$ cat config.mk
export PLATFORM = sky130hd
export DESIGN_NAME = led_color_pwm_dimmer_core_flat
export DESIGN_NICKNAME = d
export VERILOG_FILES = /design/src/rtl/lcpd_pkg.sv /design/src/rtl/lcpd_in_if.sv /design/src/rtl/lcpd_out_if.sv /design/src/rtl/led_color_pwm_dimmer_core.sv /design/src/rtl/lcpd_div.sv /design/src/flat_wrapper.sv
export SDC_FILE = /design/constraint.sdc
export NUM_CORES = 2
export LEC_CHECK = 0
export BUFFER_PORTS_ARGS = -buffer_cell sky130_fd_sc_hd__buf_2
export CORE_MARGIN = 8
export CORE_UTILIZATION = 45
export CTS_CLUSTER_DIAMETER = 100
export DETAILED_ROUTE_END_ITERATION = 10
export PLACE_DENSITY_LB_ADDON = 0.2
export SETUP_SLACK_MARGIN = 0.4
export SLEW_MARGIN = 20
export SYNTH_ARGS = -nofsm -noshare
export SYNTH_HDL_FRONTEND = slang
export SYNTH_SLANG_ARGS = --single-unit
export TNS_END_PERCENT = 10
$ cat constraint.sdc
create_clock -name clk -period 22.8 [get_ports clk]
set_input_delay 0 -clock clk [delete_from_list [all_inputs] [get_ports clk]]
set_output_delay 0 -clock clk [all_outputs]
set_load 0.005 [all_outputs]
$ cat src/rtl/lcpd_pkg.sv
package lcpd_pkg;

	localparam int CHANNELS_DEF     = 5;
	localparam int SEARCH_STEPS_DEF = 15;

	// Q1.15 value for 1.0; levels above it saturate.
	localparam logic [15:0] LEVEL_ONE = 16'd32768;
	localparam logic [12:0] DUTY_MAX  = 13'd4096;
	localparam int          QUO_BITS  = 13;

	typedef enum logic [2:0] {
		OP_SET_LEVEL    = 3'd0,
		OP_SET_BRIGHT   = 3'd1,
		OP_SET_POWER    = 3'd2,
		OP_TOGGLE_POWER = 3'd3,
		OP_SET_TARGET   = 3'd4
	} op_t;

	localparam logic [1:0] CFG_SQUARE = 2'd0;
	localparam logic [1:0] CFG_LINEAR = 2'd1;
	localparam logic [1:0] CFG_RANGE  = 2'd2;

	typedef struct packed {
		logic        start;
		logic        ovf;
		logic [31:0] num;
		logic [15:0] den;
	} div_req_t;

	typedef struct packed {
		logic        done;
		logic [12:0] quo;
	} div_rsp_t;

endpackage

$ cat src/rtl/lcpd_in_if.sv
interface lcpd_in_if;
	logic        valid;
	logic        ready;
	logic [2:0]  operation;
	logic [2:0]  channel;
	logic [15:0] value;

	modport source (output valid, output operation, output channel, output value, input ready);
	modport sink (input valid, input operation, input channel, input value, output ready);
endinterface

$ cat src/rtl/lcpd_out_if.sv
interface lcpd_out_if;
	logic        valid;
	logic        ready;
	logic [2:0]  channel_out;
	logic [12:0] duty;
	logic        last;

	modport source (output valid, output channel_out, output duty, output last, input ready);
	modport sink (input valid, input channel_out, input duty, input last, output ready);
endinterface

$ cat src/rtl/led_color_pwm_dimmer_core.sv
// A run starts in the cycle after the item, evaluates the brightness curve, then per
// lit channel evaluates its curve, takes the product on the shared 33x33 multiplier and
// runs the 13-step duty divider (cut short when the duty saturates); a dark channel
// skips both. A target-duty item runs its bisection steps before the run. Throughput: one
// item at a time; the next is taken the cycle after the last beat leaves. Reset: levels,
// brightness, power zero; S 64.0, L 0, 4096.
module led_color_pwm_dimmer_core #(
	parameter int CHANNELS     = lcpd_pkg::CHANNELS_DEF,
	parameter int SEARCH_STEPS = lcpd_pkg::SEARCH_STEPS_DEF
) (
	input  logic        clk,
	input  logic        arst_n,
	input  logic        cfg_we,
	input  logic [1:0]  cfg_idx,
	input  logic [19:0] cfg_wdata,
	lcpd_in_if.sink     in_bus,
	lcpd_out_if.source  out_bus
);
	import lcpd_pkg::*;

	localparam int CH_W   = (CHANNELS > 1) ? $clog2(CHANNELS) : 1;
	localparam int STEP_W = $clog2(SEARCH_STEPS + 1);
	localparam logic [3:0]        CH_LIMIT  = 4'(CHANNELS);
	localparam logic [CH_W-1:0]   CH_LAST   = CH_W'(CHANNELS - 1);
	localparam logic [STEP_W-1:0] STEP_LAST = STEP_W'(SEARCH_STEPS - 1);

	typedef enum logic [12:0] {
		S_IDLE     = 13'b0000000000001,
		S_START    = 13'b0000000000010,
		S_SX       = 13'b0000000000100,
		S_SQ       = 13'b0000000001000,
		S_LIN      = 13'b0000000010000,
		S_SUM      = 13'b0000000100000,
		S_BIS_MID  = 13'b0000001000000,
		S_BIS_CMP  = 13'b0000010000000,
		S_EMIT_CH  = 13'b0000100000000,
		S_PROD     = 13'b0001000000000,
		S_DIV_GO   = 13'b0010000000000,
		S_OUT      = 13'b0100000000000,
		S_DIV_WAIT = 13'b1000000000000
	} state_t;

	typedef enum logic [1:0] {
		MODE_SEARCH = 2'd0,
		MODE_BRIGHT = 2'd1,
		MODE_CHAN   = 2'd2
	} mode_t;

	state_t state_q;
	mode_t  mode_q;

	logic [15:0] sq_coef_q;
	logic [19:0] lin_coef_q;
	logic [15:0] rng_q;

	logic [15:0] lvl_q [CHANNELS];
	logic [15:0] bright_q;
	logic        power_q;

	logic [15:0]       x_q;
	logic [65:0]       mul_q;
	logic [31:0]       sqt_q;
	logic [32:0]       f_q;
	logic [32:0]       fb_q;
	logic [15:0]       lo_q;
	logic [15:0]       hi_q;
	logic [15:0]       tgt_q;
	logic [STEP_W-1:0] step_q;
	logic [CH_W-1:0]   wch_q;
	logic [CH_W-1:0]   ch_q;
	logic [12:0]       duty_q;

	logic [15:0]     value_clamp;
	logic            ch_ok;
	logic [CH_W-1:0] in_ch;
	logic            pwr_req;
	logic [16:0]     mid_sum;
	logic [32:0]     curve_sum;
	logic [16:0]     lum;
	logic [15:0]     lvl_cur;
	logic [32:0]     mul_a;
	logic [32:0]     mul_b;
	logic            mul_en;

	div_req_t div_req;
	div_rsp_t div_rsp;

	always_comb begin
		value_clamp = (in_bus.value > LEVEL_ONE) ? LEVEL_ONE : in_bus.value;
		ch_ok       = {1'b0, in_bus.channel} < CH_LIMIT;
		in_ch       = in_bus.channel[CH_W-1:0];
		pwr_req     = |in_bus.value;
		mid_sum     = {1'b0, lo_q} + {1'b0, hi_q};
		// Each curve term is floored on its own before the add.
		curve_sum   = {1'b0, sqt_q} + {5'd0, mul_q[34:7]};
		lum         = f_q[32:16];
		lvl_cur     = lvl_q[ch_q];
	end

	// Shared multiplier: S*x, (S*x)^2, L*x, then the two curve values.
	always_comb begin
		mul_a  = '0;
		mul_b  = '0;
		mul_en = 1'b1;
		unique case (state_q)
			S_SX: begin
				mul_a = {17'd0, sq_coef_q};
				mul_b = {17'd0, x_q};
			end
			S_SQ: begin
				mul_a = {1'b0, mul_q[31:0]};
				mul_b = {1'b0, mul_q[31:0]};
			end
			S_LIN: begin
				mul_a = {13'd0, lin_coef_q};
				mul_b = {17'd0, x_q};
			end
			S_PROD: begin
				mul_a = f_q;
				mul_b = fb_q;
			end
			default: begin
				mul_en = 1'b0;
			end
		endcase
	end

	always_ff @(posedge clk) begin
		if (mul_en) begin
			mul_q <= mul_a * mul_b;
		end
	end

	// The divider is started for one cycle only; the result is awaited afterwards.
	always_comb begin
		div_req.start = (state_q == S_DIV_GO);
		div_req.ovf   = |mul_q[65:64];
		div_req.num   = mul_q[63:32];
		div_req.den   = rng_q;
	end

	lcpd_div u_div (
		.clk    (clk),
		.arst_n (arst_n),
		.req    (div_req),
		.rsp    (div_rsp)
	);

	always_ff @(posedge clk or negedge arst_n) begin
		if (!arst_n) begin
			state_q    <= S_IDLE;
			mode_q     <= MODE_BRIGHT;
			sq_coef_q  <= 16'd16384;
			lin_coef_q <= 20'd0;
			rng_q      <= 16'd4096;
			for (int i = 0; i < CHANNELS; i++) begin
				lvl_q[i] <= 16'd0;
			end
			bright_q   <= 16'd0;
			power_q    <= 1'b0;
			x_q        <= '0;
			sqt_q      <= '0;
			f_q        <= '0;
			fb_q       <= '0;
			lo_q       <= '0;
			hi_q       <= '0;
			tgt_q      <= '0;
			step_q     <= '0;
			wch_q      <= '0;
			ch_q       <= '0;
			duty_q     <= '0;
		end else begin
			if (cfg_we) begin
				unique case (cfg_idx)
					CFG_SQUARE: sq_coef_q <= cfg_wdata[15:0];
					CFG_LINEAR: lin_coef_q <= cfg_wdata;
					CFG_RANGE:  rng_q <= cfg_wdata[15:0];
					default: ;
				endcase
			end

			unique case (state_q)
				S_IDLE: begin
					if (in_bus.valid) begin
						unique case (in_bus.operation)
							OP_SET_LEVEL: begin
								if (ch_ok) begin
									lvl_q[in_ch] <= value_clamp;
									state_q      <= S_START;
								end
							end
							OP_SET_BRIGHT: begin
								bright_q <= value_clamp;
								state_q  <= S_START;
							end
							OP_SET_POWER: begin
								if (pwr_req != power_q) begin
									power_q <= pwr_req;
									state_q <= S_START;
								end
							end
							OP_TOGGLE_POWER: begin
								power_q <= !power_q;
								state_q <= S_START;
							end
							OP_SET_TARGET: begin
								if (ch_ok) begin
									wch_q   <= in_ch;
									tgt_q   <= in_bus.value;
									lo_q    <= 16'd0;
									hi_q    <= LEVEL_ONE;
									step_q  <= '0;
									mode_q  <= MODE_SEARCH;
									state_q <= S_BIS_MID;
								end
							end
							default: ;
						endcase
					end
				end
				S_START: begin
					x_q     <= bright_q;
					mode_q  <= MODE_BRIGHT;
					ch_q    <= '0;
					state_q <= S_SX;
				end
				S_SX: begin
					state_q <= S_SQ;
				end
				S_SQ: begin
					state_q <= S_LIN;
				end
				S_LIN: begin
					sqt_q   <= mul_q[61:30];
					state_q <= S_SUM;
				end
				S_SUM: begin
					unique case (mode_q)
						MODE_SEARCH: begin
							f_q     <= curve_sum;
							state_q <= S_BIS_CMP;
						end
						MODE_BRIGHT: begin
							fb_q    <= curve_sum;
							state_q <= S_EMIT_CH;
						end
						MODE_CHAN: begin
							f_q     <= curve_sum;
							state_q <= S_PROD;
						end
						default: begin
							state_q <= S_IDLE;
						end
					endcase
				end
				S_BIS_MID: begin
					x_q     <= mid_sum[16:1];
					state_q <= S_SX;
				end
				S_BIS_CMP: begin
					step_q <= step_q + 1'b1;
					// The level keeps the last midpoint tried, whether the search
					// hit the target exactly or ran out of steps.
					if (lum == {1'b0, tgt_q} || step_q == STEP_LAST) begin
						lvl_q[wch_q] <= x_q;
						state_q      <= S_START;
					end else begin
						if (lum < {1'b0, tgt_q}) begin
							lo_q <= x_q;
						end else begin
							hi_q <= x_q;
						end
						state_q <= S_BIS_MID;
					end
				end
				S_EMIT_CH: begin
					if (!power_q || lvl_cur == 16'd0) begin
						duty_q  <= 13'd0;
						state_q <= S_OUT;
					end else begin
						x_q     <= lvl_cur;
						mode_q  <= MODE_CHAN;
						state_q <= S_SX;
					end
				end
				S_PROD: begin
					state_q <= S_DIV_GO;
				end
				S_DIV_GO: begin
					state_q <= S_DIV_WAIT;
				end
				S_DIV_WAIT: begin
					if (div_rsp.done) begin
						duty_q  <= div_rsp.quo;
						state_q <= S_OUT;
					end
				end
				S_OUT: begin
					if (out_bus.ready) begin
						if (ch_q == CH_LAST) begin
							state_q <= S_IDLE;
						end else begin
							ch_q    <= ch_q + 1'b1;
							state_q <= S_EMIT_CH;
						end
					end
				end
				default: begin
					state_q <= S_IDLE;
				end
			endcase
		end
	end

	assign in_bus.ready        = (state_q == S_IDLE);
	assign out_bus.valid       = (state_q == S_OUT);
	assign out_bus.channel_out = 3'(ch_q);
	assign out_bus.duty        = duty_q;
	assign out_bus.last        = (ch_q == CH_LAST);

	a_duty_range: assert property (@(posedge clk) disable iff (!arst_n)
		out_bus.valid |-> out_bus.duty <= DUTY_MAX)
		else $error("duty above ceiling");

	a_dark_when_off: assert property (@(posedge clk) disable iff (!arst_n)
		out_bus.valid && !power_q |-> out_bus.duty == 13'd0)
		else $error("nonzero duty while power is off");

	a_no_overlap: assert property (@(posedge clk) disable iff (!arst_n)
		!(in_bus.ready && out_bus.valid))
		else $error("input taken while a run is being reported");

	a_run_ends_idle: assert property (@(posedge clk) disable iff (!arst_n)
		out_bus.valid && out_bus.ready && out_bus.last |=> in_bus.ready)
		else $error("block not idle after last beat");

endmodule

$ cat src/rtl/lcpd_div.sv
module lcpd_div (
	input  logic               clk,
	input  logic               arst_n,
	input  lcpd_pkg::div_req_t req,
	output lcpd_pkg::div_rsp_t rsp
);
	import lcpd_pkg::*;

	localparam int CNT_W = $clog2(QUO_BITS);
	localparam logic [CNT_W-1:0] CNT_TOP = CNT_W'(QUO_BITS - 1);

	logic             busy_q;
	logic             done_q;
	logic [CNT_W-1:0] cnt_q;
	logic [28:0]      rem_q;
	logic [27:0]      dv_q;
	logic [12:0]      quo_q;

	logic [15:0] den_eff;
	logic [28:0] lim;
	logic        sat;
	logic        ge;

	// A quotient above the duty ceiling is caught up front, so the
	// restoring loop only ever needs thirteen quotient bits.
	always_comb begin
		den_eff = (req.den == 16'd0) ? 16'd1 : req.den;
		lim     = {1'b0, den_eff, 12'd0} + {13'd0, den_eff};
		sat     = req.ovf || (req.num >= {3'd0, lim});
		ge      = rem_q >= {1'b0, dv_q};
	end

	always_ff @(posedge clk or negedge arst_n) begin
		if (!arst_n) begin
			busy_q <= 1'b0;
			done_q <= 1'b0;
			cnt_q  <= '0;
			rem_q  <= '0;
			dv_q   <= '0;
			quo_q  <= '0;
		end else begin
			if (req.start) begin
				if (sat) begin
					quo_q  <= DUTY_MAX;
					done_q <= 1'b1;
				end else begin
					rem_q  <= req.num[28:0];
					dv_q   <= {den_eff, 12'd0};
					quo_q  <= '0;
					cnt_q  <= CNT_TOP;
					busy_q <= 1'b1;
					done_q <= 1'b0;
				end
			end else if (busy_q) begin
				if (ge) begin
					rem_q <= rem_q - {1'b0, dv_q};
				end
				quo_q  <= {quo_q[11:0], ge};
				dv_q   <= dv_q >> 1;
				cnt_q  <= cnt_q - 1'b1;
				done_q <= (cnt_q == '0);
				if (cnt_q == '0) begin
					busy_q <= 1'b0;
				end
			end else begin
				done_q <= 1'b0;
			end
		end
	end

	assign rsp.done = done_q;
	assign rsp.quo  = quo_q;

	a_start_idle: assert property (@(posedge clk) disable iff (!arst_n)
		req.start |-> !busy_q)
		else $error("divider started while busy");

	a_quo_range: assert property (@(posedge clk) disable iff (!arst_n)
		done_q |-> quo_q <= DUTY_MAX)
		else $error("divider quotient above duty ceiling");

	a_done_ends_busy: assert property (@(posedge clk) disable iff (!arst_n)
		busy_q && cnt_q == '0 && !req.start |=> done_q && !busy_q)
		else $error("divider did not finish on last step");

endmodule

$ cat src/flat_wrapper.sv
// flat-port wrapper written by rule: the top's interface ports become plain ports
module led_color_pwm_dimmer_core_flat import lcpd_pkg::*;
#(
	parameter int CHANNELS     = lcpd_pkg::CHANNELS_DEF,
	parameter int SEARCH_STEPS = lcpd_pkg::SEARCH_STEPS_DEF
)
  (clk, arst_n, cfg_we, cfg_idx, cfg_wdata, in_bus_valid, in_bus_operation, in_bus_channel, in_bus_value, in_bus_ready, out_bus_valid, out_bus_channel_out, out_bus_duty, out_bus_last, out_bus_ready);
  lcpd_in_if in_bus_i ();
  lcpd_out_if out_bus_i ();
  input  logic clk;
  input  logic arst_n;
  input  logic cfg_we;
  input  logic [1:0] cfg_idx;
  input  logic [19:0] cfg_wdata;
  input wire logic [$bits(in_bus_i.valid)-1:0] in_bus_valid;
  input wire logic [$bits(in_bus_i.operation)-1:0] in_bus_operation;
  input wire logic [$bits(in_bus_i.channel)-1:0] in_bus_channel;
  input wire logic [$bits(in_bus_i.value)-1:0] in_bus_value;
  output wire logic [$bits(in_bus_i.ready)-1:0] in_bus_ready;
  output wire logic [$bits(out_bus_i.valid)-1:0] out_bus_valid;
  output wire logic [$bits(out_bus_i.channel_out)-1:0] out_bus_channel_out;
  output wire logic [$bits(out_bus_i.duty)-1:0] out_bus_duty;
  output wire logic [$bits(out_bus_i.last)-1:0] out_bus_last;
  input wire logic [$bits(out_bus_i.ready)-1:0] out_bus_ready;
  assign in_bus_i.valid = in_bus_valid;
  assign in_bus_i.operation = in_bus_operation;
  assign in_bus_i.channel = in_bus_channel;
  assign in_bus_i.value = in_bus_value;
  assign in_bus_ready = in_bus_i.ready;
  assign out_bus_valid = out_bus_i.valid;
  assign out_bus_channel_out = out_bus_i.channel_out;
  assign out_bus_duty = out_bus_i.duty;
  assign out_bus_last = out_bus_i.last;
  assign out_bus_i.ready = out_bus_ready;
  led_color_pwm_dimmer_core #(.CHANNELS(CHANNELS), .SEARCH_STEPS(SEARCH_STEPS)) u_core (.clk(clk), .arst_n(arst_n), .cfg_we(cfg_we), .cfg_idx(cfg_idx), .cfg_wdata(cfg_wdata), .in_bus(in_bus_i), .out_bus(out_bus_i));
endmodule
# Yosys cells after proc, flatten, opt, wreduce, memory -nomap -nowiden
# Cells that the tools add are included.
# W data, S select, Z words.
# totals
register_bits	491
output_inout_bits	19
elab_cells	223
# classes
reduce_logical	46
order_cmp	10
mux	82
addsub	7
eq_ne	44
bitwise_logic	3
mul	1
# ops
cell	n
$mux W80	4
$mux W16	17
$bwmux W80	2
$pmux W80 S2	1
$pmux W13 S12	1
$mux W13	11
$pmux W33 S4	1
$mux W29	4
$pmux W33 S3	1
$demux W16 S3	2
$mux W28	3
$mul A33 B33 Y66	1
$pmux W16 S2	2
$pmux W13 S4	1
$bmux W16 S3	1
$pmux W16 S3	1
$add A32 B28 Y33	1
$ge A32 B29 Y1	1
$logic_not A16 Y1	2
$pmux W10 S3	1
$add A28 B16 Y29	1
$ge A29 B28 Y1	1
$sub A29 B28 Y29	1
$pmux W13 S2	1
other kinds (63)	131

# Longest topological paths before layout
# depth
ltp_word	10
ltp_mapped	41

# Modules after synthesis
# From an unflattened synthesis, not the netlist that was laid out.
# hier_totals
cells_unflattened	6633
hier_area_um2	61305.0
# modules_own_cells
module	seq_area_each_um2	cells_per_inst	n_inst	area_per_inst_um2
led_color_pwm_dimmer_core	10720.3	5921	1	55279.3
lcpd_div	1901.8	712	1	6025.8

# Worst setup path after synthesis
# No wires, ideal clock.
# synth_timing
kind	flip-flop to flip-flop
startpoint	register u_core.state_q[7]
endpoint	register u_core.mul_q[64], data pin
period_less_slack_ns	9.871
path_slack_ns	12.929
setup_ns	0.259
arrival_time_ns	9.612
n_path_buf	8
stages_incl_launch_ff	38
cell_sequence	dfrtp_1 -> clkbuf_1 -> or3_1 -> clkbuf_1 -> nor2_1 -> and4_1 -> clkbuf_1 -> buf_2 -> clkbuf_1 -> clkbuf_1 -> a22o_1 -> clkbuf_1 -> nand2_1 -> fa_1 -> inv_1 -> fa_1 -> fa_1 -> inv_1 -> (+2 left out) -> fa_1 -> fa_1 -> fa_1 -> inv_1 -> fa_1 -> inv_1 -> ha_1 -> clkbuf_1 -> a21oi_1 -> nand2_1 -> a221o_1 -> a311oi_1 -> o22a_1 -> nand3_1 -> a31oi_1 -> o211a_1 -> o21ai_0 -> a211o_1
# synth_between
elab_chain_len	4
# synth_lines
item	line_no	rtl
start: declaration	led_color_pwm_dimmer_core.sv:49	state_t state_q;
start signal: assignment	led_color_pwm_dimmer_core.sv:151	state_q <= S_IDLE;
start signal: assignment	led_color_pwm_dimmer_core.sv:189	state_q <= S_START;
start signal: assignment	led_color_pwm_dimmer_core.sv:194	state_q <= S_START;
$eq A13 B3 Y1 or $eq A13 B5 Y1 (tied branches)	led_color_pwm_dimmer_core.sv:105	unique case (state_q)
$reduce_or A2 Y1 (no source line)	-	
$pmux W33 S3	led_color_pwm_dimmer_core.sv:105	
$mul A33 B33 Y66 (*)	led_color_pwm_dimmer_core.sv:130	mul_q <= mul_a * mul_b;
end signal: assignment	led_color_pwm_dimmer_core.sv:130	
end: declaration	led_color_pwm_dimmer_core.sv:61	logic [65:0] mul_q;
# Mark *: on every way between the ends. The rest lies on a longest branch, timed or not.
# A chain may end at the register's enable or synchronous reset.

# Worst setup path after layout
# layout_timing
startpoint	register u_core.state_q[3]
endpoint	register u_core.mul_q[62], data pin
# The elaborated chain is that of the path after synthesis.

==> impl_metrics.tcl <==
set metrics [dict create \
    grt_start_max_net_pins 163 \
    pin_count 68 \
    power_density_mw_per_mm2 37.83 \
    die-area_mm2 0.1472 \
    required_ns 23.18 \
    setup_tns_ns 0 \
    fillers 12830 \
    globalRouteOverflowTotal 0 \
    fin_nets 8113 \
    async_reset_ff_share_pct 86.56 \
    die_w_um 383.7 \
    hpwl_um 158600 \
    first_pass_iters 6 \
    drv_cap 0 \
    first_iter_violations 4258 \
    wl_um 205100 \
    synth_flop_cell "dfrtp_1" \
    finalClockSkew_ns 0.05074 \
    core_region_area_mm2 0.1348 \
    port_buffers 67 \
    cts_tree "done" \
    power.leakage_nw 31.38 \
    hold_violations 3 \
    final_common_cell "inv_1" \
    rows 135 \
    cts_sinks 491 \
    grt_setup_unrepaired "no" \
    period_needed_ns 12.47 \
    synthesis.nets 8174 \
    slowest_stage "nand2_1" \
    grt_pass1_vias 49810 \
    muxShareOfSynthArea_pct 3.587 \
    maxSlewViolCount 0 \
    synthesis.instances 6773 \
    route.detailed.drc 0 \
    synth_edf_count 66 \
    wl_per_cell_um 24.03 \
    yosysSeqAreaShare_pct 20.75 \
    worst_setup_path_end_kind "register" \
    fin_crit_sh_pct 54.68 \
    avgSynthCellArea_um2 8.981 \
    reg2reg_depth 35 \
    slowest_delay_ns 0.83 \
    vias 48310 \
    vias_per_cell 5.660 \
    ctsHtreeMaxLevel 2 \
    root_buffer "clkbuf_16" \
    rrSetupSlack_ns 10.33 \
    antenna_found_initial 7 \
    synthToLayoutAreaGrowth_pct 8.014 \
    min_path_type "primary input to async pin" \
    status "complete, but fails checks" \
    grt_usage_pct 27.87 \
    drive_gt1_share_pct 7.345 \
    synth_top_family_by_area "adder cells" \
    path_class "register to register" \
    fin_ws_ns 10.33 \
    violations "negative hold slack" \
    final_cell_mix "inv_1, fa_1, nand2_1" \
    start_util_pct 45.13 \
    synth_compound_area_share_pct 10.35 \
    max_freq_ghz 0.08021 \
    ir_drop_v 0.00005560 \
    grt_pass1_wl_um 311800 \
    critPathLaunchType "register" \
    setup_viol 0 \
    place_ws_ns 10.59 \
    ys_seq_elements 491 \
    critPathMaxFanout 77 \
    netlist_area_mm2 0.06083 \
    die_height_um 383.7 \
    critical_path_arrival_ns 12.85 \
    relSlewSlack_pct 24.25 \
    yosysUniqueCellTypes 80 \
    synthSimpleGateAreaFrac_pct 14.15 \
    cpMostUsedCell "fa_1" \
    postCtsSetupBuffers 0 \
    synth_xor_xnor_area_share_pct 2.073 \
    holdWs_ns -0.003273 \
    clk-insertion-delay-late_ns 0.65 \
    clk_pin_slew_worst_paths_ns 0.06 \
    clock_path_buffers 3 \
    yosysWarnings 0 \
    gp_congestion 0.9552 \
    tightest_slew_ns 1.136 \
    synthAdderAreaFrac_pct 39.68 \
    numCtsBuffers 50 \
    drtAntennaViolNets 0 \
]
-- layout make-up --
class                           instances  area (um2)  share of cell area, %
Clock inverter                         27       411.6                 0.6265
Antenna cell                            1       2.502               0.003809
Timing Repair Buffer                  266        1996                  3.038
Tap cell                             1781        2228                  3.392
Clock buffer                           66        1443                  2.196
Inverter                             1134        4257                  6.479
Sequential cell                       491       12620                  19.21
Multi-Input combinational cell       4769       42740                  65.05
-- timing repair --
item,in CTS,in global routing
gates resized for setup,0,0
hold buffers,56,0
endpoints found under the hold margin,234,0
-- stage by stage --
step	instances	hold slack (ns)	util (%)	area (um2)	power, mW
CTS	8534	0.0008484	48.74	65690	2.490
floorplan	6773	-0.2956	-	60830	1.328
global placement	8384	0.1402	46.94	63270	1.530
global route	8534	0.07407	48.74	65700	2.580
finish	8535	-0.003273	48.74	65700	2.485
detailed placement	8385	0.1433	46.95	63280	1.543
-- where the power goes --
group / internal (mW) / switching, mW / total (mW)
Clock: 0.542 / 0.392 / 0.934
Combinational: 0.169 / 0.305 / 0.473
Sequential: 0.977 / 0.101 / 1.08
-- final timing paths --
kind / startpoint / to
worst max register to register: u_core.state_q[3]$_DFFE_PN0P_ / u_core.mul_q[62]$_DFFE_PN_
min in group clk: in_bus_operation[0] / u_core.state_q[6]$_DFFE_PN0P_
worst max-delay path: u_core.state_q[3]$_DFFE_PN0P_ / u_core.mul_q[62]$_DFFE_PN_
max in group asynchronous: arst_n / u_core.u_div.rem_q[1]$_DFFE_PN0P_
worst min register to register: u_core.lvl_q[75]$_DFFE_PN0P_ / u_core.lvl_q[75]$_DFFE_PN0P_
worst min-delay path: arst_n / u_core.lvl_q[73]$_DFFE_PN0P_
-- sequential cells by signal, indices dropped and copies added, names as in the netlist, 16 cells and up --
signal / count
u_core.f_q: 33
u_core.sq_coef_q: 16
u_core.rng_q: 16
u_core.lin_coef_q: 20
u_core.u_div.rem_q: 29
u_core.hi_q: 16
u_core.fb_q: 33
u_core.lvl_q: 80
u_core.x_q: 16
u_core.tgt_q: 16
u_core.u_div.dv_q: 28
u_core.mul_q: 66
u_core.lo_q: 16
u_core.sqt_q: 32
u_core.bright_q: 16
-- worst max-delay path: cells and delay by family, from the launching register on --
family,cells,cell delay [ns]
flip-flops,1,0.41
adder cells (fa/ha/maj),9,4.40
AO/OA/AOI/OAI,9,2.90
AND/OR/NAND/NOR,7,2.61
buffers and inverters,9,1.72
XOR/XNOR,1,0.09
-- logic make-up after synthesis --
group | after synthesis
AOI/OAI and AO/OA | 1001
xor gates and xnor gates | 144
adders and majority gates | 1352
buffers and inverters | 1513
DFF | 491
muxes | 197
and+or+nand+nor | 2075
-- synthesized netlist by cell type (29+ instances only) --
cell | number | share of area, %
xnor2_1 | 92 | 1.3
edfxtp_1 | 66 | 3.3
inv_1 | 1134 | 7.0
nand4_1 | 35 | 0.36
fa_1 | 962 | 32
a31oi_1 | 30 | 0.31
nor2_1 | 798 | 4.9
mux2i_1 | 59 | 0.97
ha_1 | 390 | 8.0
nand3_1 | 54 | 0.44
a21oi_1 | 288 | 2.4
clkbuf_1 | 336 | 2.1
nand2b_1 | 29 | 0.30
mux2_2 | 128 | 2.4
a21o_1 | 82 | 1.0
and2_1 | 50 | 0.51
nand2_1 | 948 | 5.9
a22oi_1 | 50 | 0.62
o21ai_0 | 279 | 2.3
dfrtp_1 | 421 | 17
a22o_1 | 58 | 0.84
xor2_1 | 52 | 0.75
nor3_1 | 37 | 0.30
-- routing by layer --
metal / GRT usage [%] / wire length, um / up-vias
li1: - / - / 21200
met2: 44.55 / 93420 / 1794
met5: 0 / 34 / -
met1: 37.69 / 85640 / 24840
met3: 4.758 / 15450 / 476
met4: 11.45 / 10560 / 4
(Power assumes the default switching activity.)
